==> config.mk <==
export PLATFORM = sky130hd
export DESIGN_NAME = column_letter_histogram_sorted_core
export DESIGN_NICKNAME = d
export VERILOG_FILES = /design/src/sv/clhs_pkg.sv /design/src/sv/column_letter_histogram_sorted_core.sv
export SDC_FILE = /design/constraint.sdc
export NUM_CORES = 2
export LEC_CHECK = 0
export BUFFER_PORTS_ARGS = -buffer_cell sky130_fd_sc_hd__clkbuf_2
export CAP_MARGIN = 20
export CORE_MARGIN = 1
export CORE_UTILIZATION = 40
export DETAILED_ROUTE_END_ITERATION = 10
export HOLD_SLACK_MARGIN = 0.05
export PLACE_DENSITY_LB_ADDON = 0.08
export SLEW_MARGIN = 10
export SYNTH_ARGS = -nofsm -noshare
export SYNTH_HDL_FRONTEND = slang
export SYNTH_SLANG_ARGS = --single-unit
==> constraint.sdc <==
create_clock -name clk -period 22 [get_ports clk]
set_input_delay 3.3 -clock clk [delete_from_list [all_inputs] [get_ports clk]]
set_output_delay 3.3 -clock clk [all_outputs]
set_load 0.02 [all_outputs]
==> src/sv/clhs_pkg.sv <==
// clhs_pkg: constants shared by the column letter histogram core
// no dependencies; imported by column_letter_histogram_sorted_core
`default_nettype none

package clhs_pkg;

  // default sizes for the core parameters
  localparam int COUNT_BITS_DEF    = 32;
  localparam int ALPHABET_SIZE_DEF = 26;

  // character bounds of the counted letters
  localparam logic [7:0] CHAR_A = 8'h61;
  localparam logic [7:0] CHAR_Z = 8'h7a;

  // stream field widths
  localparam int DATA_BYTE_W = 8;
  localparam int LETTER_W    = 5;
  localparam int OUT_COUNT_W = 32;
  localparam int CFG_W       = 16;
  localparam int M_TDATA_W   = 72;  // letter, count, total packed and padded to bytes

  // action codes on s_tuser
  localparam logic ACT_DATA = 1'b0;
  localparam logic ACT_EOS  = 1'b1;

  // configuration register indexes
  localparam logic REG_PERIOD = 1'b0;
  localparam logic REG_COLUMN = 1'b1;

endpackage

`default_nettype wire

==> src/sv/column_letter_histogram_sorted_core.sv <==
// column_letter_histogram_sorted_core: per-column letter histogram with sorted report
// depends on clhs_pkg (constants, field widths, codes)
//
// Usage:
//   s_* carries bytes in (s_tuser = action, s_tdata = data byte). The stream is cut
//   into blocks of 'period' bytes; the byte at 'which_column' of each complete block
//   is counted when it is a lower-case letter. A data byte is taken whenever the core is idle.
//   An end-of-stream transfer starts a report: ALPHABET_SIZE results on m_*, sorted
//   by count, highest first, ties to the earlier letter, m_tlast on the final one.
//   The report is built by a selection sort on one shared compare unit: each result
//   needs one scan over all ALPHABET_SIZE counters followed by a load of the output
//   register. s_tready is low for the whole report.
//   A bad configuration (period or column zero, column beyond period) drops data
//   bytes and answers end of stream with one error result (m_tuser high).
//   After a report the counters, total and block position are cleared.
//   A stalled receiver holds the output register; the sequencer waits for it.
//   cfg_* writes period (index 0) or which_column (index 1); always ready.
//   Reset: period and column return to 1, all counters and the output clear.
`default_nettype none

module column_letter_histogram_sorted_core #(
  parameter int COUNT_BITS    = clhs_pkg::COUNT_BITS_DEF,
  parameter int ALPHABET_SIZE = clhs_pkg::ALPHABET_SIZE_DEF
) (
  input  wire logic                              clk,
  input  wire logic                              rst,
  // input stream
  input  wire logic                              s_tvalid,
  output logic                                   s_tready,
  input  wire logic [clhs_pkg::DATA_BYTE_W-1:0]  s_tdata,   // [7:0] data_byte
  input  wire logic                              s_tuser,   // [0] action
  // result stream
  output logic                                   m_tvalid,
  input  wire logic                              m_tready,
  output logic [clhs_pkg::M_TDATA_W-1:0]         m_tdata,   // [4:0] letter, [36:5] letter_count,
                                                            // [68:37] total, [71:69] zero
  output logic                                   m_tuser,   // [0] error
  output logic                                   m_tlast,   // last
  // configuration write channel
  input  wire logic                              cfg_valid,
  output logic                                   cfg_ready,
  input  wire logic                              cfg_index,
  input  wire logic [clhs_pkg::CFG_W-1:0]        cfg_data
);

  import clhs_pkg::*;

  localparam int IDX_W = $clog2(ALPHABET_SIZE);
  localparam logic [IDX_W-1:0] IDX_LAST = IDX_W'(ALPHABET_SIZE - 1);
  localparam logic [7:0] ALPHA_N = 8'(ALPHABET_SIZE);

  // sequencer states
  localparam logic [1:0] ST_IDLE = 2'd0;
  localparam logic [1:0] ST_SCAN = 2'd1;
  localparam logic [1:0] ST_PUT  = 2'd2;
  localparam logic [1:0] ST_ERR  = 2'd3;

  logic [1:0]            state;
  logic [CFG_W-1:0]      period;
  logic [CFG_W-1:0]      which_column;
  logic [COUNT_BITS-1:0] cnt [ALPHABET_SIZE];
  logic [COUNT_BITS-1:0] total;
  logic [CFG_W-1:0]      block_pos;
  logic [IDX_W-1:0]      pend_letter;
  logic                  pend_valid;

  // sort bookkeeping
  logic [ALPHABET_SIZE-1:0] emitted;
  logic [IDX_W-1:0]         scan_idx;
  logic [IDX_W-1:0]         rank;
  logic [IDX_W-1:0]         best_idx;
  logic [COUNT_BITS-1:0]    best_cnt;
  logic                     best_valid;

  logic cfg_ok;
  logic in_xfer;
  logic byte_step;
  logic hit;
  logic is_letter;
  logic [7:0]       letter_off;
  logic [CFG_W:0]   pos_inc;
  logic             block_done;
  logic [IDX_W-1:0] pl_next;
  logic             pv_next;
  logic             count_en;
  logic             out_free;
  logic             clear_store;
  logic             take_better;
  logic [COUNT_BITS-1:0] scan_cnt;
  logic [63:0]      best_cnt_ext;
  logic [63:0]      total_ext;
  logic [7:0]       best_idx_ext;

  assign cfg_ready = 1'b1;
  assign s_tready  = (state == ST_IDLE);
  assign in_xfer   = s_tvalid && s_tready;
  assign out_free  = !m_tvalid || m_tready;

  assign cfg_ok = (period != '0) && (which_column != '0) && (which_column <= period);

  // data byte path: latch the chosen column, count on block completion
  assign byte_step  = in_xfer && (s_tuser == ACT_DATA) && cfg_ok;
  assign pos_inc    = {1'b0, block_pos} + 1'b1;
  assign hit        = (pos_inc == {1'b0, which_column});
  assign letter_off = s_tdata - CHAR_A;
  assign is_letter  = (s_tdata >= CHAR_A) && (s_tdata <= CHAR_Z) && (letter_off < ALPHA_N);
  assign pl_next    = hit ? (is_letter ? letter_off[IDX_W-1:0] : '0) : pend_letter;
  assign pv_next    = hit ? is_letter : pend_valid;
  assign block_done = (pos_inc >= {1'b0, period});
  assign count_en   = byte_step && block_done && pv_next;

  // end of report or error result clears the store
  assign clear_store = out_free &&
                       ((state == ST_ERR) || ((state == ST_PUT) && (rank == IDX_LAST)));

  // shared compare unit of the selection sort
  assign scan_cnt    = cnt[scan_idx];
  assign take_better = !emitted[scan_idx] && (!best_valid || (scan_cnt > best_cnt));

  // configuration registers
  always_ff @(posedge clk) begin
    if (rst) begin
      period       <= CFG_W'(1);
      which_column <= CFG_W'(1);
    end else if (cfg_valid && cfg_ready) begin
      if (cfg_index == REG_PERIOD) begin
        period <= cfg_data;
      end else begin
        which_column <= cfg_data;
      end
    end
  end

  // letter counters, each with its own saturating increment
  always_ff @(posedge clk) begin
    for (int i = 0; i < ALPHABET_SIZE; i++) begin
      if (rst || clear_store) begin
        cnt[i] <= '0;
      end else if (count_en && (pl_next == IDX_W'(i)) && (cnt[i] != '1)) begin
        cnt[i] <= cnt[i] + 1'b1;
      end
    end
  end

  // total and block position
  always_ff @(posedge clk) begin
    if (rst || clear_store) begin
      total       <= '0;
      block_pos   <= '0;
      pend_letter <= '0;
      pend_valid  <= 1'b0;
    end else if (byte_step) begin
      if (count_en && (total != '1)) begin
        total <= total + 1'b1;
      end
      if (block_done) begin
        block_pos   <= '0;
        pend_letter <= '0;
        pend_valid  <= 1'b0;
      end else begin
        block_pos   <= pos_inc[CFG_W-1:0];
        pend_letter <= pl_next;
        pend_valid  <= pv_next;
      end
    end
  end

  // report sequencer
  always_ff @(posedge clk) begin
    if (rst) begin
      state      <= ST_IDLE;
      emitted    <= '0;
      scan_idx   <= '0;
      rank       <= '0;
      best_valid <= 1'b0;
    end else begin
      case (state)
        ST_IDLE: begin
          if (in_xfer && (s_tuser == ACT_EOS)) begin
            emitted    <= '0;
            scan_idx   <= '0;
            rank       <= '0;
            best_valid <= 1'b0;
            state      <= cfg_ok ? ST_SCAN : ST_ERR;
          end
        end
        ST_SCAN: begin
          if (take_better) begin
            best_valid <= 1'b1;
          end
          if (scan_idx == IDX_LAST) begin
            state <= ST_PUT;
          end else begin
            scan_idx <= scan_idx + 1'b1;
          end
        end
        ST_PUT: begin
          if (out_free) begin
            emitted[best_idx] <= 1'b1;
            scan_idx          <= '0;
            best_valid        <= 1'b0;
            if (rank == IDX_LAST) begin
              state <= ST_IDLE;
            end else begin
              rank  <= rank + 1'b1;
              state <= ST_SCAN;
            end
          end
        end
        ST_ERR: begin
          if (out_free) begin
            state <= ST_IDLE;
          end
        end
        default: begin
          state <= ST_IDLE;
        end
      endcase
    end
  end

  // best candidate of the current scan
  always_ff @(posedge clk) begin
    if ((state == ST_SCAN) && take_better) begin
      best_idx <= scan_idx;
      best_cnt <= scan_cnt;
    end
  end

  assign best_cnt_ext = 64'(best_cnt);
  assign total_ext    = 64'(total);
  assign best_idx_ext = 8'(best_idx);

  // output register
  always_ff @(posedge clk) begin
    if (rst) begin
      m_tvalid <= 1'b0;
    end else if (out_free) begin
      m_tvalid <= (state == ST_PUT) || (state == ST_ERR);
    end
  end

  always_ff @(posedge clk) begin
    if (out_free) begin
      if (state == ST_PUT) begin
        m_tdata <= {3'b000, total_ext[OUT_COUNT_W-1:0], best_cnt_ext[OUT_COUNT_W-1:0],
                    best_idx_ext[LETTER_W-1:0]};
        m_tuser <= 1'b0;
        m_tlast <= (rank == IDX_LAST);
      end else if (state == ST_ERR) begin
        m_tdata <= '0;
        m_tuser <= 1'b1;
        m_tlast <= 1'b1;
      end
    end
  end

endmodule

`default_nettype wire

-- After elaboration in Yosys (flattened, before gate mapping)
Memories as Yosys holds them, arrays and structs flattened. A register that Yosys moved wholly into a read port is not among the register bits.
Index checks and enable logic that the tools add are counted.
Widths: inputs -> output; s select.
- magnitude comparators: 9
- bitwise operators: 29
- mux-type cells: 143
- shift operators: 0
- multipliers: 0
- divide/modulo/power cells: 0
- equality and inequality tests: 65
- add/sub/neg operators: 31
- reduce and logical (&&, ||, !) cells: 92
- operators by type and width (kind ; number):
    $add 32x1->32 const B ; 27
    $ne 32x32->1 const B ; 27
    $mux 32 ; 26
    $mux 69 ; 2
    $mux 1 ; 90
    $logic_and 1x1->1 ; 68
    $eq 5x5->1 const B ; 12
    $mux 26 ; 2
    $pmux 26 s2 ; 1
    $mux 5 ; 10
    $eq 5x4->1 const B ; 8
    $gt 32x32->1 ; 1
    $reduce_bool 16->1 ; 2
    $or 1x1->1 ; 26
    $or 26x26->26 ; 1
    $eq 5x3->1 const B ; 4
    $add 16x1->17 const B ; 1
    $eq 17x16->1 ; 1
    $ge 17x16->1 ; 1
    $le 16x16->1 ; 1
    $mux 16 ; 1
    $reduce_and 4->1 ; 4
    $pmux 5 s3 ; 1
    $lt 5x6->1 const B ; 2
    27 further kinds ; 50
- logic and storage cells: 387
- input bits: 31
- RAM bits: 832
- flip-flop bits (word level): 234
- memory bits (read-only): 0
- memories: 1
- latch bits: 0
- output and inout bits: 77
- memory list (memory ; depth ; bits a word ; rd ports ; clocked after Yosys merged registers in ; wr ports ; RTL line ; source):
    cnt ; 26 ; 32 ; 27 ; 1 ; 26 ; column_letter_histogram_sorted_core.sv:61 ; logic [COUNT_BITS-1:0] cnt [ALPHABET_SIZE];

-- Longest topological paths before layout
- depth after elaboration: 12
- depth in mapped cells: 19
- gate-level depth less buffers: 15

-- Worst setup path after synthesis
OpenSTA, ideal clock, no wires.
- path kind: input to register
- from: input s_tdata[0] (netlist bit)
- to: memory cnt[25][0] (netlist bit) (enable)
- library setup time: 0.511 ns
- path slack: 13.002 ns
- path buffers: 2
- data required time: 21.489 ns
- stages on the path: 11
- arrival: 8.487 ns
- cell sequence: inv_1 -> ha_1 -> nand2b_1 -> a21oi_1 -> o21bai_1 -> a31oi_1 -> clkbuf_1 -> nand2_1 -> mux2_2 -> buf_2 -> o41ai_1
- RTL lines (element ; RTL line ; source):
    start, declared ; column_letter_histogram_sorted_core.sv:30 ; input wire logic [clhs_pkg::DATA_BYTE_W-1:0] s_tdata,
    end, declared ; column_letter_histogram_sorted_core.sv:61 ;

==> results.ini <==
[critical_path]
setup.worst_path.end_class = register
worstPathRequired_ps = 22450
crit_path_cell_trace = buf_4 > buf_4 > mux4_2 > mux4_2 > mux2_2 > ha_1 > a21o_1 > a21o_1 > a21o_1 > a21o_1 > a21oi_1 > nor2b_1 > o21ai_0 > nor4bb_1 > a311oi_4 > buf_4
cpPeakStageDelay_ps = 860
crit_top_cell = a21o_1
crit_slowest_cell = dfxtp_4
crit_arrival_ps = 7400
crit_path_start_kind = register
cp_max_fo = 46
setup.worst_path.class = register to register

[synth]
synthesis.area_mm2 = 0.0628
ys_top_cells_by_area = edfxtp_1, mux4_2, xor2_1
async_flop_share_pct = 0
synth_top_area_cell = edfxtp_1
postSynthCellCount = 5842
yosysSeqAreaShare_pct = 49.1
ys.flop_type = edfxtp_1
avgSynthCellArea_um2 = 10.8
yosysTopAreaCellShare_pct = 44.9
yosys_warnings = 0
synth_edf_count = 940
ys_types = 79
ys_ff_latch = 1071

[detailed_routing]
firstDrtPassIters = 7
drtIter0Drc = 4151
routed_wl_mm = 187
wire_per_inst_um = 23.3
ant_nets = 0
num_vias = 45600
drc = 0
routed_via_density = 5.68

[pwr]
cellLeakagePower_nw = 22.2
p_int_mw = 3.93
irDropWorstVdd_uv = 80.4
power_density_mw_per_mm2 = 77.8
power.total_mw = 5.45
seqPwrFrac_pct = 46.7
switching_share_pct = 27.8
clock_power_share_pct = 40.4
p_sw_mw = 1.52
pwr-share-comb_pct = 12.9

[placed_design]
io_buffers = 103
dpl_cell_area_mm2 = 0.0656
place.gp.congestion = 0.901
detailed_place_hpwl_mm = 133
placedCellCount = 7774

[timing]
max_freq_mhz = 144
slew_headroom_pct = 30.0
setup_viol = 0
skew_ps = 29.9
slew_viol_final = 0
worst_slew_pin_slew_ps = 1050
fin_crit_ps = 6950
min_period_over_period_pct = 31.6
fin_tns_setup_ps = 0
final_hold_viol_count = 0
grt_setup_unrepaired = no
hold_slack_ps = 462

[global_route]
grt-ovfl-total = 0
antenna_found_initial = 5
grt_use_total_pct = 23.5
grt_pass1_wl_mm = 284
grt_max_degree = 95
grt_pass1_vias = 43300

[layout]
areaGrowthSynthToFinish_pct = 11.4
multi_input_area_mm2 = 0.0306
fillers = 14700
final_cells = 8026
fin_area_mm2 = 0.0700
layout-drive-gt1-share_pct = 12.5
regArea_mm2 = 0.0309
final_nets = 5987

[die]
core_mm2 = 0.156
die_w_um = 398
pin_count = 108
start_util_pct = 40.3
die_area_mm2 = 0.159
die_height_um = 398
row_count = 145

[clock_network]
ctsHoldBuffers = 0
cts_buffer_depth = 3
tritoncts = built
post-cts-setup-buffers = 0
path_clk_slew_ps = 50
cts_sinks = 1071
cts-root-buf = clkbuf_16
cts_buffers = 136
cts_resized = 0
clkLatencyLatePin_ps = 770
htreeDepth = 4

[flow_run]
drv_cap = 0

[run_status]
status = completed

[hold_path]
hold_path_class = register to register

critical path: cells and delay by family, from the launching register on:
family | cells | cell delay (ps)
adder cells (fa/ha/maj) | 1 | 300
flip-flops | 1 | 860
multiplexers | 3 | 1580
AO/OA/AOI/OAI | 7 | 1360
AND/OR/NAND/NOR | 2 | 640
buffers and inverters | 3 | 1800
final timing paths:
path	startpoint	to	slack, ps	depth (start not counted)
worst max-delay path	register	best_cnt[26]	15050	16
worst min-delay path	emitted[21]	emitted[21]	460	2
worst max register to register	register	best_cnt[26]	15050	16
worst min register to register	emitted[21]	emitted[21]	460	2
synth_stat cells (12+ instances only):
master    instances
nand2_1         481
or3_1            24
inv_1           119
and2_1           58
buf_2            27
edfxtp_1        940
mux2_2           42
nor3b_1          23
nand2b_1         20
a31oi_1          17
or2_2            20
clkbuf_1        230
nand4_1         139
a21oi_1         157
nor2_1          692
ha_1             98
dfxtp_1         131
mux2i_1          42
and3_1          193
xnor2_1         302
xor2_1          509
a211oi_1         36
mux4_2          231
and4_1           53
buf_1            41
nor2b_1          75
o31ai_1          12
nand3_1         343
or4_1            15
nor4_1          113
nor3_1          460
a21o_1           22
o21ai_0          49
stage by stage:
stage / utilization, % / worst slack (ps)
after floorplan: - / 13000
after global placement: 42.0 / 14380
after detailed placement: 42.1 / 14740
after CTS: 44.8 / 14970
after global routing: 44.9 / 14700
final: 44.9 / 15050
power by group through the flow:
stage                     sequential, mW  clock [mW]  combinational, mW
after floorplan                     2.55           0              0.440
after global placement              2.58           0              0.704
after detailed placement            2.58           0              0.705
after CTS                           2.54        2.26              0.709
after global routing                2.57        2.32              0.756
final                               2.54        2.20              0.705
flip-flops by register name, summed over array words and instances, names as in the netlist, named ones only:
signal        count
which_column     16
emitted          26
total            32
best_valid        1
pend_letter       5
scan_idx          5
cnt             832
block_pos        16
period           16
best_cnt         32
pend_valid        1
m_tvalid          1
m_tlast           1
m_tdata          69
best_idx          5
rank              5
state             2
m_tuser           1
cell families after synthesis:
family / after synthesis / share of synthesized area (%)
adder cells (fa/ha/maj): 98 / 1.95
AND/OR/NAND/NOR: 2747 / 21.5
other: 2 / 0.0119
XOR/XNOR: 811 / 11.3
buffers and inverters: 434 / 2.80
flip-flops: 1071 / 49.1
AO/OA/AOI/OAI: 364 / 3.63
multiplexers: 315 / 9.70
layout by cell type (no fill, tap or decap), types with 113 or more instances in the layout:
master	count
edfxtp_1	940
nor2_1	691
xor2_1	509
nand2_1	481
nor3_1	460
nand3_1	343
xnor2_1	302
mux4_2	231
and3_1	193
a21oi_1	157
clkbuf_16	143
nand4_1	139
dfxtp_1	127
inv_1	118
nor4_1	113
cell type report:
type | instances | area share [%]
Inverter | 120 | 0.645
Timing Repair Buffer | 190 | 1.80
Sequential cell | 1071 | 44.1
Multi-Input combinational cell | 4339 | 43.7
Antenna cell | 6 | 0.0214
Tap cell | 2058 | 3.68
Clock buffer | 171 | 5.29
Clock inverter | 71 | 0.849
routing by layer:
layer	part of all wire (%)	vias to the layer above	wire [µm]	track usage [%]
met5	0	-	0	0
met3	5.3	220	9820	2.89
met1	47	22600	87900	35.0
met4	3.0	0	5560	7.53
met2	45	1260	83500	35.3
li1	-	21500	-	-
No activity file was read; power rests on OpenSTA's default activity.
